**src/hw/rtl/quadrature_p_position_control_unit_assert.svh**
```systemverilog
// Assertion macros shared by the quadrature position control RTL.
// Each macro expects signals named clk and rst_n in the including module.
`ifndef QUADRATURE_P_POSITION_CONTROL_UNIT_ASSERT_SVH
`define QUADRATURE_P_POSITION_CONTROL_UNIT_ASSERT_SVH

// A condition that must hold at every clock edge outside reset.
`define QPPC_AST_NOW(lbl, cond, msg) \
  lbl: assert property (@(posedge clk) disable iff (!rst_n) (cond)) else $error(msg);

// A consequence that must hold in the same cycle as its antecedent.
`define QPPC_AST_IMP(lbl, ante, cons, msg) \
  lbl: assert property (@(posedge clk) disable iff (!rst_n) (ante) |-> (cons)) \
    else $error(msg);

// A consequence that must hold in the cycle after its antecedent.
`define QPPC_AST_NEXT(lbl, ante, cons, msg) \
  lbl: assert property (@(posedge clk) disable iff (!rst_n) (ante) |=> (cons)) \
    else $error(msg);

`endif

```
**src/hw/rtl/qppc_pkg.sv**
```systemverilog
// Package for the quadrature position control unit: widths, constants and types.
// Has no dependencies; the out interface, decoder, drive and top level import it.
package qppc_pkg;

  localparam int COUNTS_PER_TURN = 216;
  localparam int COUNT_WIDTH     = 32;

  localparam int REF_W  = 32;
  localparam int GAIN_W = 8;
  localparam int DUTY_W = 8;
  localparam int POS_W  = 32;

  // Configuration port.
  localparam int CFG_W     = 32;
  localparam int CFG_IDX_W = 2;
  localparam logic [CFG_IDX_W-1:0] CFG_REF  = 2'd0;
  localparam logic [CFG_IDX_W-1:0] CFG_GAIN = 2'd1;
  localparam logic [CFG_IDX_W-1:0] CFG_PWM  = 2'd2;

  localparam logic signed [REF_W-1:0] REF_RST  = 32'sd2160;
  localparam logic [GAIN_W-1:0]       GAIN_RST = 8'd10;
  localparam logic [DUTY_W-1:0]       PWM_RST  = 8'd100;

  // Error, product and saturation widths.
  localparam int ERR_W  = ((COUNT_WIDTH > REF_W) ? COUNT_WIDTH : REF_W) + 1;
  localparam int PROD_W = ERR_W + GAIN_W;
  localparam int CPT_W  = $clog2(COUNTS_PER_TURN + 1);
  localparam int LIM_W  = DUTY_W + 1 + CPT_W;
  // An unsaturated product is below 2^DUTY_W * COUNTS_PER_TURN.
  localparam int PLO_W  = DUTY_W + CPT_W;

  // Reciprocal of COUNTS_PER_TURN, rounded up. With this shift the error of the
  // scaled product stays below 1/COUNTS_PER_TURN, so the quotient is exact.
  localparam int RECIP_SH = PLO_W + CPT_W + 1;
  localparam int RECIP_W  = RECIP_SH - CPT_W + 2;
  localparam logic [63:0] RECIP_M64 =
    ((64'd1 << RECIP_SH) + 64'(COUNTS_PER_TURN) - 64'd1) / 64'(COUNTS_PER_TURN);
  localparam logic [RECIP_W-1:0] RECIP_M = RECIP_M64[RECIP_W-1:0];
  localparam int QFULL_W = RECIP_W + PLO_W;

  typedef struct packed {
    logic signed [COUNT_WIDTH-1:0] count;
    logic                          qerr;
  } qppc_dec_t;

  typedef struct packed {
    logic ld_s2;
    logic ld_out;
  } qppc_ctl_t;

endpackage

```
**src/hw/rtl/qppc_in_if.sv**
```systemverilog
// Input channel of the quadrature position control unit: encoder sample and tick.
// Self-contained; carries valid, ready and the sample fields.
interface qppc_in_if;
  logic valid;
  logic ready;
  logic enc_a;
  logic enc_b;
  logic control_tick;

  modport source (output valid, enc_a, enc_b, control_tick, input ready);
  modport sink   (input valid, enc_a, enc_b, control_tick, output ready);
endinterface

```
**src/hw/rtl/qppc_out_if.sv**
```systemverilog
// Result channel of the quadrature position control unit: position, duties, error.
// Depends on qppc_pkg for the field widths.
interface qppc_out_if;
  import qppc_pkg::*;

  logic                    valid;
  logic                    ready;
  logic signed [POS_W-1:0] position;
  logic [DUTY_W-1:0]       fwd_duty;
  logic [DUTY_W-1:0]       rev_duty;
  logic                    quad_error;

  modport source (output valid, position, fwd_duty, rev_duty, quad_error, input ready);
  modport sink   (input valid, position, fwd_duty, rev_duty, quad_error, output ready);
endinterface

```
**src/hw/rtl/qppc_decoder.sv**
```systemverilog
// X4 quadrature decoder: pin history and the position counter.
// Depends on qppc_pkg and the assertion macro header.
module qppc_decoder (
  input  logic                clk,
  input  logic                rst_n,
  input  logic                take,
  input  logic                enc_a,
  input  logic                enc_b,
  output qppc_pkg::qppc_dec_t dec
);
  import qppc_pkg::*;

  logic                          last_a_r;
  logic                          last_b_r;
  logic signed [COUNT_WIDTH-1:0] count_r;
  logic signed [COUNT_WIDTH-1:0] count_nxt;
  logic                          ch_a;
  logic                          ch_b;
  logic                          qerr;

  assign ch_a = enc_a ^ last_a_r;
  assign ch_b = enc_b ^ last_b_r;

  // A lone edge on A counts up when the pins differ; a lone edge on B counts up
  // when they match. Edges on both pins at once are an illegal transition.
  always_comb begin
    count_nxt = count_r;
    qerr      = 1'b0;
    if (ch_a && ch_b) begin
      qerr = 1'b1;
    end else if (ch_a) begin
      count_nxt = (enc_a != enc_b) ? count_r + COUNT_WIDTH'(1) : count_r - COUNT_WIDTH'(1);
    end else if (ch_b) begin
      count_nxt = (enc_a == enc_b) ? count_r + COUNT_WIDTH'(1) : count_r - COUNT_WIDTH'(1);
    end
  end

  always_ff @(posedge clk) begin
    if (!rst_n) begin
      last_a_r <= 1'b0;
      last_b_r <= 1'b0;
      count_r  <= '0;
    end else if (take) begin
      last_a_r <= enc_a;
      last_b_r <= enc_b;
      count_r  <= count_nxt;
    end
  end

  assign dec.count = count_nxt;
  assign dec.qerr  = qerr;

`include "quadrature_p_position_control_unit_assert.svh"

  `QPPC_AST_NEXT(a_qerr_holds_count, take && ch_a && ch_b, count_r == $past(count_r), "count moved on a double edge")
  `QPPC_AST_NEXT(a_idle_holds_count, !take, count_r == $past(count_r), "count moved without a transfer")

endmodule

```
**src/hw/rtl/qppc_drive.sv**
```systemverilog
// Proportional drive path: error and gain product, then scaling, saturation and
// the held forward and reverse duties. Depends on qppc_pkg.
module qppc_drive (
  input  logic                                  clk,
  input  logic                                  rst_n,
  input  qppc_pkg::qppc_ctl_t                   ctl,
  input  logic signed [qppc_pkg::COUNT_WIDTH-1:0] s1_count,
  input  logic                                  s1_tick,
  input  logic signed [qppc_pkg::REF_W-1:0]     cfg_ref,
  input  logic [qppc_pkg::GAIN_W-1:0]           cfg_gain,
  input  logic [qppc_pkg::DUTY_W-1:0]           cfg_pwm,
  output logic [qppc_pkg::DUTY_W-1:0]           fwd_nxt,
  output logic [qppc_pkg::DUTY_W-1:0]           rev_nxt
);
  import qppc_pkg::*;

  logic signed [ERR_W-1:0] err;
  logic [ERR_W-1:0]        mag;
  logic [PROD_W-1:0]       prod;
  logic [LIM_W-1:0]        limit;
  logic                    sat;

  logic                    s2_sat_r;
  logic [PLO_W-1:0]        s2_plo_r;
  logic                    s2_fwd_r;
  logic                    s2_tick_r;

  logic [QFULL_W-1:0]      q_full;
  logic [DUTY_W-1:0]       drive;
  logic [DUTY_W-1:0]       fwd_hold_r;
  logic [DUTY_W-1:0]       rev_hold_r;

  // First stage: signed error, its magnitude times the gain, and a check of the
  // product against the point where the scaled drive reaches pwm_range + 1.
  always_comb begin
    err   = ERR_W'(cfg_ref) - ERR_W'(s1_count);
    mag   = err[ERR_W-1] ? ERR_W'(-err) : ERR_W'(err);
    prod  = PROD_W'(mag) * PROD_W'(cfg_gain);
    limit = LIM_W'({1'b0, cfg_pwm} + 9'd1) * LIM_W'(COUNTS_PER_TURN);
    sat   = prod >= PROD_W'(limit);
  end

  always_ff @(posedge clk) begin
    if (ctl.ld_s2) begin
      s2_sat_r  <= sat;
      s2_plo_r  <= prod[PLO_W-1:0];
      s2_fwd_r  <= !err[ERR_W-1] && (err != '0);
      s2_tick_r <= s1_tick;
    end
  end

  // Second stage: divide by the counts per turn through the reciprocal.
  always_comb begin
    q_full = QFULL_W'(s2_plo_r) * QFULL_W'(RECIP_M);
    drive  = s2_sat_r ? cfg_pwm : q_full[RECIP_SH +: DUTY_W];
    if (ctl.ld_out && s2_tick_r) begin
      fwd_nxt = s2_fwd_r ? drive : '0;
      rev_nxt = s2_fwd_r ? '0 : drive;
    end else begin
      fwd_nxt = fwd_hold_r;
      rev_nxt = rev_hold_r;
    end
  end

  always_ff @(posedge clk) begin
    if (!rst_n) begin
      fwd_hold_r <= '0;
      rev_hold_r <= '0;
    end else begin
      fwd_hold_r <= fwd_nxt;
      rev_hold_r <= rev_nxt;
    end
  end

endmodule

```
**src/hw/rtl/quadrature_p_position_control_unit.sv**
```systemverilog
// Top level of the quadrature position control unit: configuration registers,
// pipeline valids and the result register. Depends on qppc_pkg, both channel
// interfaces, qppc_decoder, qppc_drive and the assertion macro header.
//
// The unit decodes an x4 quadrature encoder and runs a proportional position
// loop. Every input transfer carries one sample of pins A and B plus a control
// tick, and produces exactly one result transfer with the updated position,
// the forward and reverse duties, and a flag for an illegal double edge. The
// unit takes one sample per clock cycle while input ready is high; each sample
// passes through the stage-one, stage-two and result registers before its
// result is presented. The rate is set by the position counter in the
// decoder, which updates in the cycle a sample is accepted; the error, gain
// product and constant-divisor scaling follow in two registered stages whose
// order matches the sample order, so a tick always sees the count that
// includes its own sample. Input ready stays high while any of the three
// stages is free, so results waiting at the output do not stop new samples
// until all stages are full. Duties only change on a tick and hold in
// between; the drive is |reference - position| times the gain divided by the
// counts per turn, truncated and clipped at pwm_range. Configuration writes
// take effect at the next clock edge and should be made while no sample is in
// flight.
module quadrature_p_position_control_unit (
  input  logic                              clk,
  input  logic                              rst_n,
  qppc_in_if.sink                           in_if,
  qppc_out_if.source                        out_if,
  input  logic                              cfg_we,
  input  logic [qppc_pkg::CFG_IDX_W-1:0]    cfg_index,
  input  logic [qppc_pkg::CFG_W-1:0]        cfg_wdata
);
  import qppc_pkg::*;

  // Configuration registers.
  logic signed [REF_W-1:0] ref_r;
  logic [GAIN_W-1:0]       gain_r;
  logic [DUTY_W-1:0]       pwm_r;

  always_ff @(posedge clk) begin
    if (!rst_n) begin
      ref_r  <= REF_RST;
      gain_r <= GAIN_RST;
      pwm_r  <= PWM_RST;
    end else if (cfg_we) begin
      unique case (cfg_index)
        CFG_REF:  ref_r  <= cfg_wdata[REF_W-1:0];
        CFG_GAIN: gain_r <= cfg_wdata[GAIN_W-1:0];
        CFG_PWM:  pwm_r  <= cfg_wdata[DUTY_W-1:0];
        default: ;
      endcase
    end
  end

  // Pipeline flow control. Each stage loads when it is empty or when its
  // content moves on in the same cycle.
  logic      v1_r, v2_r, ov_r;
  logic      v1_nxt, v2_nxt, ov_nxt;
  logic      ready2;
  logic      take;
  qppc_ctl_t ctl;

  assign ready2     = !v2_r || !ov_r || out_if.ready;
  assign ctl.ld_out = v2_r && (!ov_r || out_if.ready);
  assign ctl.ld_s2  = v1_r && ready2;
  assign in_if.ready = !v1_r || ready2;
  assign take       = in_if.valid && in_if.ready;

  always_comb begin
    v1_nxt = take ? 1'b1 : (ctl.ld_s2 ? 1'b0 : v1_r);
    v2_nxt = ctl.ld_s2 ? 1'b1 : (ctl.ld_out ? 1'b0 : v2_r);
    ov_nxt = ctl.ld_out ? 1'b1 : (out_if.ready ? 1'b0 : ov_r);
  end

  always_ff @(posedge clk) begin
    if (!rst_n) begin
      v1_r <= 1'b0;
      v2_r <= 1'b0;
      ov_r <= 1'b0;
    end else begin
      v1_r <= v1_nxt;
      v2_r <= v2_nxt;
      ov_r <= ov_nxt;
    end
  end

  // Decode stage: the count advances on the transfer itself.
  qppc_dec_t dec;

  qppc_decoder u_decoder (
    .clk   (clk),
    .rst_n (rst_n),
    .take  (take),
    .enc_a (in_if.enc_a),
    .enc_b (in_if.enc_b),
    .dec   (dec)
  );

  logic signed [COUNT_WIDTH-1:0] s1_count_r;
  logic                          s1_qerr_r;
  logic                          s1_tick_r;
  logic signed [COUNT_WIDTH-1:0] s2_count_r;
  logic                          s2_qerr_r;

  always_ff @(posedge clk) begin
    if (take) begin
      s1_count_r <= dec.count;
      s1_qerr_r  <= dec.qerr;
      s1_tick_r  <= in_if.control_tick;
    end
    if (ctl.ld_s2) begin
      s2_count_r <= s1_count_r;
      s2_qerr_r  <= s1_qerr_r;
    end
  end

  // Drive path: two stages alongside the position pipeline.
  logic [DUTY_W-1:0] fwd_nxt;
  logic [DUTY_W-1:0] rev_nxt;

  qppc_drive u_drive (
    .clk      (clk),
    .rst_n    (rst_n),
    .ctl      (ctl),
    .s1_count (s1_count_r),
    .s1_tick  (s1_tick_r),
    .cfg_ref  (ref_r),
    .cfg_gain (gain_r),
    .cfg_pwm  (pwm_r),
    .fwd_nxt  (fwd_nxt),
    .rev_nxt  (rev_nxt)
  );

  // Result register.
  logic signed [POS_W-1:0] out_position_r;
  logic [DUTY_W-1:0]       out_fwd_r;
  logic [DUTY_W-1:0]       out_rev_r;
  logic                    out_qerr_r;

  always_ff @(posedge clk) begin
    if (ctl.ld_out) begin
      out_position_r <= POS_W'(s2_count_r);
      out_fwd_r      <= fwd_nxt;
      out_rev_r      <= rev_nxt;
      out_qerr_r     <= s2_qerr_r;
    end
  end

  assign out_if.valid      = ov_r;
  assign out_if.position   = out_position_r;
  assign out_if.fwd_duty   = out_fwd_r;
  assign out_if.rev_duty   = out_rev_r;
  assign out_if.quad_error = out_qerr_r;

`include "quadrature_p_position_control_unit_assert.svh"

  `QPPC_AST_IMP(a_duty_exclusive, ov_r, (out_fwd_r == '0) || (out_rev_r == '0),
                "both duties are nonzero")
  `QPPC_AST_IMP(a_stall_only_full, !in_if.ready, v1_r && v2_r && ov_r && !out_if.ready,
                "input stalled with a free stage")
  `QPPC_AST_NEXT(a_result_follows, ctl.ld_out, ov_r, "loaded result not presented")

endmodule
```
**src/flat_wrapper.sv**
```systemverilog
// flat-port wrapper written by rule: the top's interface ports become plain ports
module quadrature_p_position_control_unit_flat import qppc_pkg::*;
  (clk, rst_n, cfg_we, cfg_index, cfg_wdata, in_if_valid, in_if_enc_a, in_if_enc_b, in_if_control_tick, in_if_ready, out_if_valid, out_if_position, out_if_fwd_duty, out_if_rev_duty, out_if_quad_error, out_if_ready);
  qppc_in_if in_if_i ();
  qppc_out_if out_if_i ();
  input  logic clk;
  input  logic rst_n;
  input  logic cfg_we;
  input  logic [qppc_pkg::CFG_IDX_W-1:0] cfg_index;
  input  logic [qppc_pkg::CFG_W-1:0] cfg_wdata;
  input wire logic [$bits(in_if_i.valid)-1:0] in_if_valid;
  input wire logic [$bits(in_if_i.enc_a)-1:0] in_if_enc_a;
  input wire logic [$bits(in_if_i.enc_b)-1:0] in_if_enc_b;
  input wire logic [$bits(in_if_i.control_tick)-1:0] in_if_control_tick;
  output wire logic [$bits(in_if_i.ready)-1:0] in_if_ready;
  output wire logic [$bits(out_if_i.valid)-1:0] out_if_valid;
  output wire logic [$bits(out_if_i.position)-1:0] out_if_position;
  output wire logic [$bits(out_if_i.fwd_duty)-1:0] out_if_fwd_duty;
  output wire logic [$bits(out_if_i.rev_duty)-1:0] out_if_rev_duty;
  output wire logic [$bits(out_if_i.quad_error)-1:0] out_if_quad_error;
  input wire logic [$bits(out_if_i.ready)-1:0] out_if_ready;
  assign in_if_i.valid = in_if_valid;
  assign in_if_i.enc_a = in_if_enc_a;
  assign in_if_i.enc_b = in_if_enc_b;
  assign in_if_i.control_tick = in_if_control_tick;
  assign in_if_ready = in_if_i.ready;
  assign out_if_valid = out_if_i.valid;
  assign out_if_position = out_if_i.position;
  assign out_if_fwd_duty = out_if_i.fwd_duty;
  assign out_if_rev_duty = out_if_i.rev_duty;
  assign out_if_quad_error = out_if_i.quad_error;
  assign out_if_i.ready = out_if_ready;
  quadrature_p_position_control_unit u_core (.clk(clk), .rst_n(rst_n), .in_if(in_if_i), .out_if(out_if_i), .cfg_we(cfg_we), .cfg_index(cfg_index), .cfg_wdata(cfg_wdata));
endmodule
```
**config.mk**
```make
export PLATFORM = sky130hd
export DESIGN_NAME = quadrature_p_position_control_unit_flat
export DESIGN_NICKNAME = d
export VERILOG_FILES = /design/src/hw/rtl/qppc_pkg.sv /design/src/hw/rtl/qppc_in_if.sv /design/src/hw/rtl/qppc_out_if.sv /design/src/hw/rtl/qppc_decoder.sv /design/src/hw/rtl/qppc_drive.sv /design/src/hw/rtl/quadrature_p_position_control_unit.sv /design/src/flat_wrapper.sv
export VERILOG_INCLUDE_DIRS = /design/src /design/src/hw/rtl
export SDC_FILE = /design/constraint.sdc
export NUM_CORES = 1
export LEC_CHECK = 0
export ABC_AREA = 1
export BUFFER_PORTS_ARGS = -buffer_cell sky130_fd_sc_hd__buf_2
export CORE_UTILIZATION = 60
export CTS_CLUSTER_DIAMETER = 60
export DETAILED_ROUTE_END_ITERATION = 6
export PLACE_DENSITY = 0.88
export SKIP_CTS_REPAIR_TIMING = 1
export SLEW_MARGIN = 10
export SYNTH_ARGS = -nofsm -noshare
export SYNTH_HDL_FRONTEND = slang
export SYNTH_SLANG_ARGS = --single-unit
export TNS_END_PERCENT = 100
```
**constraint.sdc**
```tcl
create_clock -name clk -period 20.8 [get_ports clk]
set_input_delay 3.12 -clock clk [delete_from_list [all_inputs] [get_ports clk]]
set_output_delay 3.12 -clock clk [all_outputs]
set_load 0.05 [all_outputs]
```
# Yosys cells after proc, flatten, opt, wreduce, memory -nomap -nowiden
# Index checks and enable logic that the tools add are counted.
totals:
  ff_bits: 236
  latch_bits: 0
  ramBits: 0
  mem_bits_ro: 0
  output_inout_bits: 51
  wordCells: 79
  n_memories: 0
op_classes:
  n_addsub: 5
  n_mul: 3
  n_div: 0
  n_lt_le_gt_ge: 1
  n_eq_ne: 4
  shifts: 0
  muxes: 18
  bitwise: 2
  n_reduce_logical: 22
op_table:
  columns: ["cell", "count"]
  rows:
  - ["2-to-1 mux 32 bit", 5]
  - ["greater-or-equal comparator 41 x 17 -> 1 bit", 1]
  - ["multiplier 33 x 8 -> 41 bit", 1]
  - ["2-to-1 mux 8 bit", 5]
  - ["multiplier 16 x 18 -> 33 bit (second input constant)", 1]
  - ["2-to-1 mux 33 bit", 1]
  - ["negator 33 bit", 1]
  - ["nonzero test 33 bit", 1]
  - ["subtractor 32 x 32 -> 33 bit", 1]
  - ["adder 32 x 2 -> 32 bit (second input constant)", 1]
  - ["subtractor 32 x 2 -> 32 bit (second input constant)", 1]
  - ["multiplier 9 x 5 -> 14 bit (second input constant)", 1]
  - ["adder 8 x 1 -> 9 bit (second input constant)", 1]
  - ["2-to-1 mux 1 bit", 7]
  - ["logical AND 1 bit", 6]
  - ["AND reduction 2 bit", 3]
  - ["nonzero test 2 bit", 3]
  - ["zero test 1 bit", 4]
  - ["logical OR 1 bit", 4]
  - ["== test 2 x 1 -> 1 bit (second input constant)", 1]
  - ["== test 2 bit (second input constant)", 1]
  - ["zero test 2 bit", 1]
  - ["bitwise XOR 1 bit", 2]
  - ["== test 1 bit", 1]
  - ["!= test 1 bit", 1]

# Longest topological paths before layout
# Gate-level depths: netlist (run 1).
depth:
  ltp_word: 6
  mapped_depth: 49

# By module
# A second synthesis (run 1) with hierarchy kept.
unflattened:
  hier_cells: 3985
  hier_area_um2: 29455.8
by_module_without_submodules:
  columns: ["module", "instances", "cells_per_inst", "area_each_um2", "seq_area_each_um2"]
  rows:
  - ["qppc_drive", 1, 2763, 19501.2, 890.9]
  - ["quadrature_p_position_control_unit", 1, 430, 5635.4, 4504.3]
  - ["qppc_decoder", 1, 792, 4319.1, 680.7]

# Worst setup path after synthesis (run 1)
# Ideal clock, no wire load.
synth_timing:
  path_kind: "flip-flop to flip-flop"
  startpoint: "reg u_core.s1_count_r[0]"
  endpoint: "reg u_core.u_drive.s2_sat_r (data pin)"
  setup_time_ps: 254
  arrival_ps: 6907
  t_required_ps: 20546
  path_slack_ps: 13638
  stages_incl_launch_ff: 42
  n_path_buf: 2
  period_less_slack_ps: 7162
  path_cell_list: "edfxtp_1 ha_1 fa_1 inv_1 nand3_1 nand2_1 nand2_1 nand2_1 nand2_1 nand2_1 nand4_1 nand2_1 nand2_1 nand2_2 buf_6 buf_6 nand2_1 xor2_2 [6 not listed] fa_1 ha_1 a21oi_1 o21ai_0 a21oi_1 o21ai_0 xor2_1 ha_1 inv_1 nor2_1 nand2_1 nor3_1 a22oi_1 nand4_1 nor3_1 nand3_1 nor2_1 nand2_1"
synth_via:
  elab_chain_len: 5
synth_lines:
  columns: ["item", "line_no", "rtl"]
  rows:
  - ["start: declaration", "quadrature_p_position_control_unit.sv:97", "logic signed [COUNT_WIDTH-1:0] s1_count_r;"]
  - ["start signal: assignment", "quadrature_p_position_control_unit.sv:105", "s1_count_r <= dec.count;"]
  - ["subtractor 32 x 32 -> 33 bit *", "qppc_drive.sv:36", "err = ERR_W'(cfg_ref) - ERR_W'(s1_count);"]
  - ["negator 33 bit", "qppc_drive.sv:37", "mag = err[ERR_W-1] ? ERR_W'(-err) : ERR_W'(err);"]
  - ["2-to-1 mux 33 bit *", "qppc_drive.sv:37", null]
  - ["multiplier 33 x 8 -> 41 bit *", "qppc_drive.sv:38", "prod = PROD_W'(mag) * PROD_W'(cfg_gain);"]
  - ["via u_core.u_drive.prod[14]", "qppc_drive.sv:19", "logic [PROD_W-1:0] prod;"]
  - ["greater-or-equal comparator 41 x 17 -> 1 bit *", "qppc_drive.sv:40", "sat = prod >= PROD_W'(limit);"]
  - ["via u_core.u_drive.sat", "qppc_drive.sv:21", "logic sat;"]
  - ["end signal: assignment", "qppc_drive.sv:45", "s2_sat_r <= sat;"]
  - ["end: declaration", "qppc_drive.sv:23", "logic s2_sat_r;"]
# Mark *: on every way through the listed nets, which the timed path passes. The rest lies on a longest branch.
# A chain may end at the register's enable or synchronous reset.

# Worst setup path after layout (run 1)
# Same ends and word-level chain as after synthesis.

==> impl_metrics.ini, run 1 <==
[status]
status = finished, final reports clean

[finish]
layout_common_cells = nand2_1, inv_1, nor2_1, fa_1, ha_1
area_growth_syn_to_layout_pct = 6.84
final_cell_area_um2 = 29700
drive_gt1_share_pct = 6.52
fill_cells = 3719
fin_nets = 4252
mostFrequentLayoutCell = nand2_1

[logic_synthesis]
netlist_instances = 3600
synth_area_per_cell_um2 = 7.71
async_flop_share_pct = 0
synth_cell_types = 59
synth-warning-count = 0
ys_seq_area_share_pct = 21.9
synth_edf_count = 135
syn-num-nets = 4189
synth_ff_type = edfxtp_1
syn_area_um2 = 27800
yosys_register_bits = 236

[grt]
grt_pass1_vias = 24081
grt_max_degree = 56
antenna_found_initial = 4
grt.total_usage_pct = 31.4
overflow = 0
grt_pass1_wl_mm = 119

[route]
post_drt_wl_per_cell_um = 17.1
dr.pass1.iters = 6
vias_per_cell = 5.67
route.detailed.drc = 0
drtIter0Drc = 2313
vias = 24310
wl_mm = 73.2
ant_nets = 0

[worst_setup_path]
cp_common_cell = nand2_1
crit_type = reg2reg
crit_fanout = 33
cp-end-kind = flop
reg2reg_from = u_core.s1_count_r[0]$_DFFE_PP_
cp_data_arrival_time_ns = 8.63
worstSetupStartpoint = u_core.s1_count_r[0]$_DFFE_PP_
cp.required_ns = 21.08
cp_slowest_stage_delay_ns = 0.55
cp_slowest_cell = fa_1
critPathLaunchType = flop

[timing]
finalCritPeriodShare_pct = 40.2
setup-tns-final_ns = 0
rsz0062_at_grt = no
fin_worst_skew_ns = 0.0304
hold_viol_final = 0
period_needed_ns = 8.35
relSlewSlack_pct = 27.5
tightest_slew_ns = 1.09
final_max_slew_viol_count = 0
max_clock_freq_mhz = 120
setup_viol = 0

[floorplan]
die_area_um2 = 47100
core-area_um2 = 45500
die_x_um = 217
fp-row-count = 78
start_util_pct = 61.0
ios = 93
die_h_um = 217

[place]
dp_hpwl_mm = 58.8
portBuffers = 92
globalplace.congestion = 0.972
place_area_um2 = 28800

[clocking]
ctsHtreeMaxLevel = 1
cts_tree = done
cts_made_buffers = 26
clkTransAtPathRegs_ns = 0.06
cts_buffer_depth = 3
root_buffer = clkbuf_16
insertion_delay_ns = 0.55
cts_sinks = 236

[worst_hold_path]
min_path_type = reg2reg
hp-start = u_core.s2_count_r[3]$_DFFE_PP_

[flow_run]
cap_viol_max_count = 0
## registers in the layout, indices dropped and copies added (netlist names)
register	flops
u_core.out_if.position	32
u_core.out_if.quad_error	1
u_core.u_drive.s2_sat_r	1
u_core.u_drive.rev_hold_r	8
u_core.out_if.rev_duty	8
u_core.v2_r	1
u_core.ref_r	32
u_core.s2_qerr_r	1
u_core.s1_count_r	32
u_core.out_if.fwd_duty	8
u_core.u_drive.fwd_hold_r	8
u_core.v1_r	1
u_core.gain_r	8
u_core.u_decoder.count_r	32
u_core.s1_qerr_r	1
u_core.u_drive.s2_plo_r	16
u_core.out_if.valid	1
u_core.u_decoder.last_a_r	1
u_core.pwm_r	8
u_core.u_decoder.last_b_r	1
u_core.u_drive.s2_tick_r	1
u_core.s1_tick_r	1
u_core.u_drive.s2_fwd_r	1
u_core.s2_count_r	32
## cell type report
cell class	instances	area (um2)	share of cell area, %
inverters	714	2680	9.05
clock buffers	30	676	2.28
well taps	600	751	2.53
repair buffers	106	566	1.91
clock inverters	18	179	0.603
multi-input cells	2579	18700	63.1
diodes	4	10.0	0.0338
flip-flops and latches	236	6080	20.5
## per-stage QoR
step / hold WS, ns / cells / util, % / setup WS, ns
floorplan: 0.400 / 3600 / - / 13.64
global placement: 0.400 / 4235 / 63.3 / 12.69
detailed placement: 0.405 / 4235 / 63.3 / 12.53
CTS: 0.415 / 4283 / 65.2 / 12.52
global route: 0.423 / 4286 / 65.2 / 11.74
finish: 0.414 / 4287 / 65.2 / 12.45
## Yosys cell counts (19+ instances only)
cell type	number	area, um2
nor2_1	428	1610
fa_1	292	5850
o21ai_0	145	726
nor3_1	37	185
nand4_1	27	169
nand2_2	22	138
xnor2_1	19	166
nand2_1	761	2860
edfxtp_1	135	4050
inv_2	19	71.3
inv_1	692	2600
clkbuf_1	64	240
nand3b_1	19	143
dfxtp_1	101	2020
a21oi_1	200	1000
ha_1	255	3190
nand3_1	142	711
xor2_1	55	482
o211ai_1	24	180
## path summary, 6_finish.rpt
path                                              end  slack [ns]  depth (start not counted)
setup / recovery    u_core.u_drive.s2_sat_r$_DFFE_PP_       12.45                         40
hold reg to reg   u_core.out_if.position[3]$_DFFE_PP_        0.41                          0
hold / removal    u_core.out_if.position[3]$_DFFE_PP_        0.41                          0
setup reg to reg    u_core.u_drive.s2_sat_r$_DFFE_PP_       12.45                         40
## worst max-delay path: cells and delay by family, from the launching register on
family	cells	cell delay, ns
AO/OA/AOI/OAI	4	0.78
XOR/XNOR	1	0.21
adder cells (fa/ha/maj)	8	3.36
buffers and inverters	5	0.56
flip-flops	1	0.40
AND/OR/NAND/NOR	22	2.77
## logic make-up after synthesis
group	after synthesis	synth area share, %
and+or+nand+nor	1479	22.2
xor gates and xnor gates	90	3.31
adders and majority gates	547	32.6
DFF	236	21.9
buffers and inverters	785	10.7
AOI/OAI and AO/OA	463	9.34
## routing by layer
| layer | wire, um | vias up | part of all wire [%] | GRT usage, % |
|---|---|---|---|---|
| met4 | 3900 | 0 | 5.3 | 15.3 |
| li1 | - | 11487 | - | - |
| met2 | 34900 | 1188 | 48 | 53.9 |
| met5 | 0 | - | 0 | 0 |
| met1 | 28400 | 11385 | 39 | 38.4 |
| met3 | 5970 | 250 | 8.2 | 5.09 |
Power of run 1 is not shown: default switching activity piles up to over one toggle a cycle in this logic, so the estimate is an artifact.
==> inputs of run 2 (changes only) <==
- ABC_AREA: 1 -> 0
- PLACE_DENSITY: 0.88 -> 0.89
- clock period: 20.8 -> 7.97 ns (I/O delays scaled with it)
==> run 2 against run 1 <==
Effect of this change:
- the flow now finishes with violations (setup timing)
- fmax is 1.9% lower
- core utilization increased by 7.4 points
- register-to-register slack lost 13 ns
- sequential cell count stayed put
- global-route usage rose by 0.27 points
- critical path depth down 9
- final cell count shrank 12%
- critical endpoint unchanged
==> impl_metrics.ini, run 2 <==
[clocking]
clkTransAtPathRegs_ns = 0.06
cts_tree = done
ctsHtreeMaxLevel = 1
insertion_delay_ns = 0.56
cts_sinks = 236
cts_made_buffers = 26
cts_buffer_depth = 3
root_buffer = clkbuf_16

[grt]
antenna_found_initial = 1
grt_util_met2_pct = 57.3
grt.met3_usage_pct = 3.90
met1_usage_pct = 37.2
overflow = 0
grt_pass1_vias = 23076
top_usage_layer = met2
grt_pass1_wl_mm = 114
grt_max_degree = 99
grt.total_usage_pct = 31.7

[logic_synthesis]
synthAdderAreaFrac_pct = 34.4
synth-compound-area-share_pct = 12.0
synth-warning-count = 0
synth_top_family_by_area = adder cells
synth_cell_types = 88
synthXorXnorAreaFrac_pct = 4.93
netlist_instances = 2793
synth_area_leaders = fa_1, edfxtp_1, ha_1
yosysTopAreaCellShare_pct = 22.3
synthSimpleGateAreaFrac_pct = 17.0
synth_common_cells = inv_1, fa_1, nand2_1, ha_1, edfxtp_1
synth_ff_type = edfxtp_1
yosys_register_bits = 236
syn_area_um2 = 26200
async_flop_share_pct = 0
synth_mux_area_share_pct = 1.34
synth_most_common_cell = inv_1
synth_area_per_cell_um2 = 9.40
ys_seq_area_share_pct = 23.1
synth_edf_count = 135
syn-num-nets = 3382
yosysTopAreaCell = fa_1

[finish]
fin_nets = 3741
mostFrequentLayoutCell = inv_1
area_growth_syn_to_layout_pct = 19.1
final_util_pct = 72.6
layout_common_cells = inv_1, buf_4, fa_1, nand2_1, ha_1
drive_gt1_share_pct = 19.8

[timing]
setup_viol = 1
finalCritPeriodShare_pct = 107
hold_viol_final = 0
holdWs_ns = 0.415
max_clock_freq_mhz = 117
rsz0062_at_grt = yes
final_max_slew_viol_count = 0
period_needed_ns = 8.52
tightest_slew_ns = 0.864
setup_slack_ns = -0.548
relSlewSlack_pct = 42.4
fin_worst_skew_ns = 0.0195

[worst_setup_path]
rr_worst_depth = 31
rr_endpoint = u_core.u_drive.s2_sat_r$_DFFE_PP_
critPathLaunchType = flop
crit_type = reg2reg
cp_common_cell = fa_1
cp_slowest_cell = fa_1
cp_slowest_stage_delay_ns = 0.56
reg2reg_from = u_core.s1_count_r[0]$_DFFE_PP_
cp-end-kind = flop
worstSetupStartpoint = u_core.s1_count_r[0]$_DFFE_PP_
crit_fanout = 6
critPathTopFamily = adder cells
r2r_setup_slack_ns = -0.55
cp_num_buf_inv = 5
cp.required_ns = 8.25
cp_data_arrival_time_ns = 8.80

[route]
dr.pass1.iters = 6
vias = 22266
wl_mm = 71.3
vias_per_cell = 5.92
drtIter0Drc = 1902
post_drt_wl_per_cell_um = 19.0
route.detailed.drc = 0
ant_nets = 0

[status]
violations = setup timing
status = finished with violations

[worst_hold_path]
whs_endpoint = u_core.out_if.position[5]$_DFFE_PP_
hp-start = u_core.s2_count_r[5]$_DFFE_PP_
worstHoldPathCells = 0
min_path_type = reg2reg

[place]
dp_hpwl_mm = 54.8
globalplace.congestion = 0.953
portBuffers = 92

[floorplan]
start_util_pct = 60.9
die_h_um = 211
ios = 93
core-area_um2 = 43100
fp-row-count = 76
die_area_um2 = 44600
die_x_um = 211

[flow_run]
cap_viol_max_count = 0
run 2: cell count changes in the layout (fill, tap and decap cells not counted), moves of 29 or more:
cell,change
a21boi_0,+52
a21o_1,+29
a21oi_1,-95
and2_1,+125
buf_4,+335
inv_1,-307
nand2_1,-501
nand2b_1,+31
nand3_1,-102
nor2_1,-316
nor2b_1,+78
o21ai_0,-62
xnor2_1,+61
run 2: layout make-up:
cell class,count,area (um2)
antenna,1,2.50
clock buffer,30,676
clock inverter,18,244
fill,2723,11800
inverter,384,1440
multi-input combinational,2063,19000
sequential,236,6080
tap,585,732
timing repair buffer,441,3080
run 2: per-stage QoR:
| step | instance area, um2 | setup slack (ns) | cells | setup TNS [ns] |
|---|---|---|---|---|
| floorplan | 26600 | 0.0548 | 2793 | 0 |
| finish | 31300 | -0.548 | 3758 | -0.548 |
| CTS | 30700 | -0.862 | 3735 | -0.862 |
| global placement | 29800 | -0.357 | 3687 | -0.357 |
| detailed placement | 29800 | -0.819 | 3687 | -0.819 |
| global route | 31300 | -0.935 | 3758 | -0.935 |
run 2: cells by family (layout without fill, tap and decap cells):
logic type	after synthesis	in the layout
simple gates	857	857
fa+ha+maj	547	547
buf+inv	494	873
compound gates	478	478
flops	236	236
xor+xnor	147	147
mux	34	34
other cells	0	1
run 2: worst max-delay path by stage:
stage / slack (ns) / depth (start not counted) / end
floorplan: 0.05 / 36 / u_core.u_drive.s2_sat_r$_DFFE_PP_
global placement: -0.36 / 30 / u_core.u_drive.s2_sat_r$_DFFE_PP_
detailed placement: -0.82 / 33 / u_core.u_drive.s2_sat_r$_DFFE_PP_
CTS: -0.86 / 33 / u_core.u_drive.s2_sat_r$_DFFE_PP_
global route: -0.94 / 30 / u_core.u_drive.s2_sat_r$_DFFE_PP_
finish: -0.55 / 31 / u_core.u_drive.s2_sat_r$_DFFE_PP_
run 2: layer usage:
metal  wire (um)  vias to the layer above
met5           0                        -
met4        3960                        0
met3        4730                      285
met2       36100                     1062
met1       26500                    10856
li1            -                    10063
Power of run 2 is left out for the same reason.
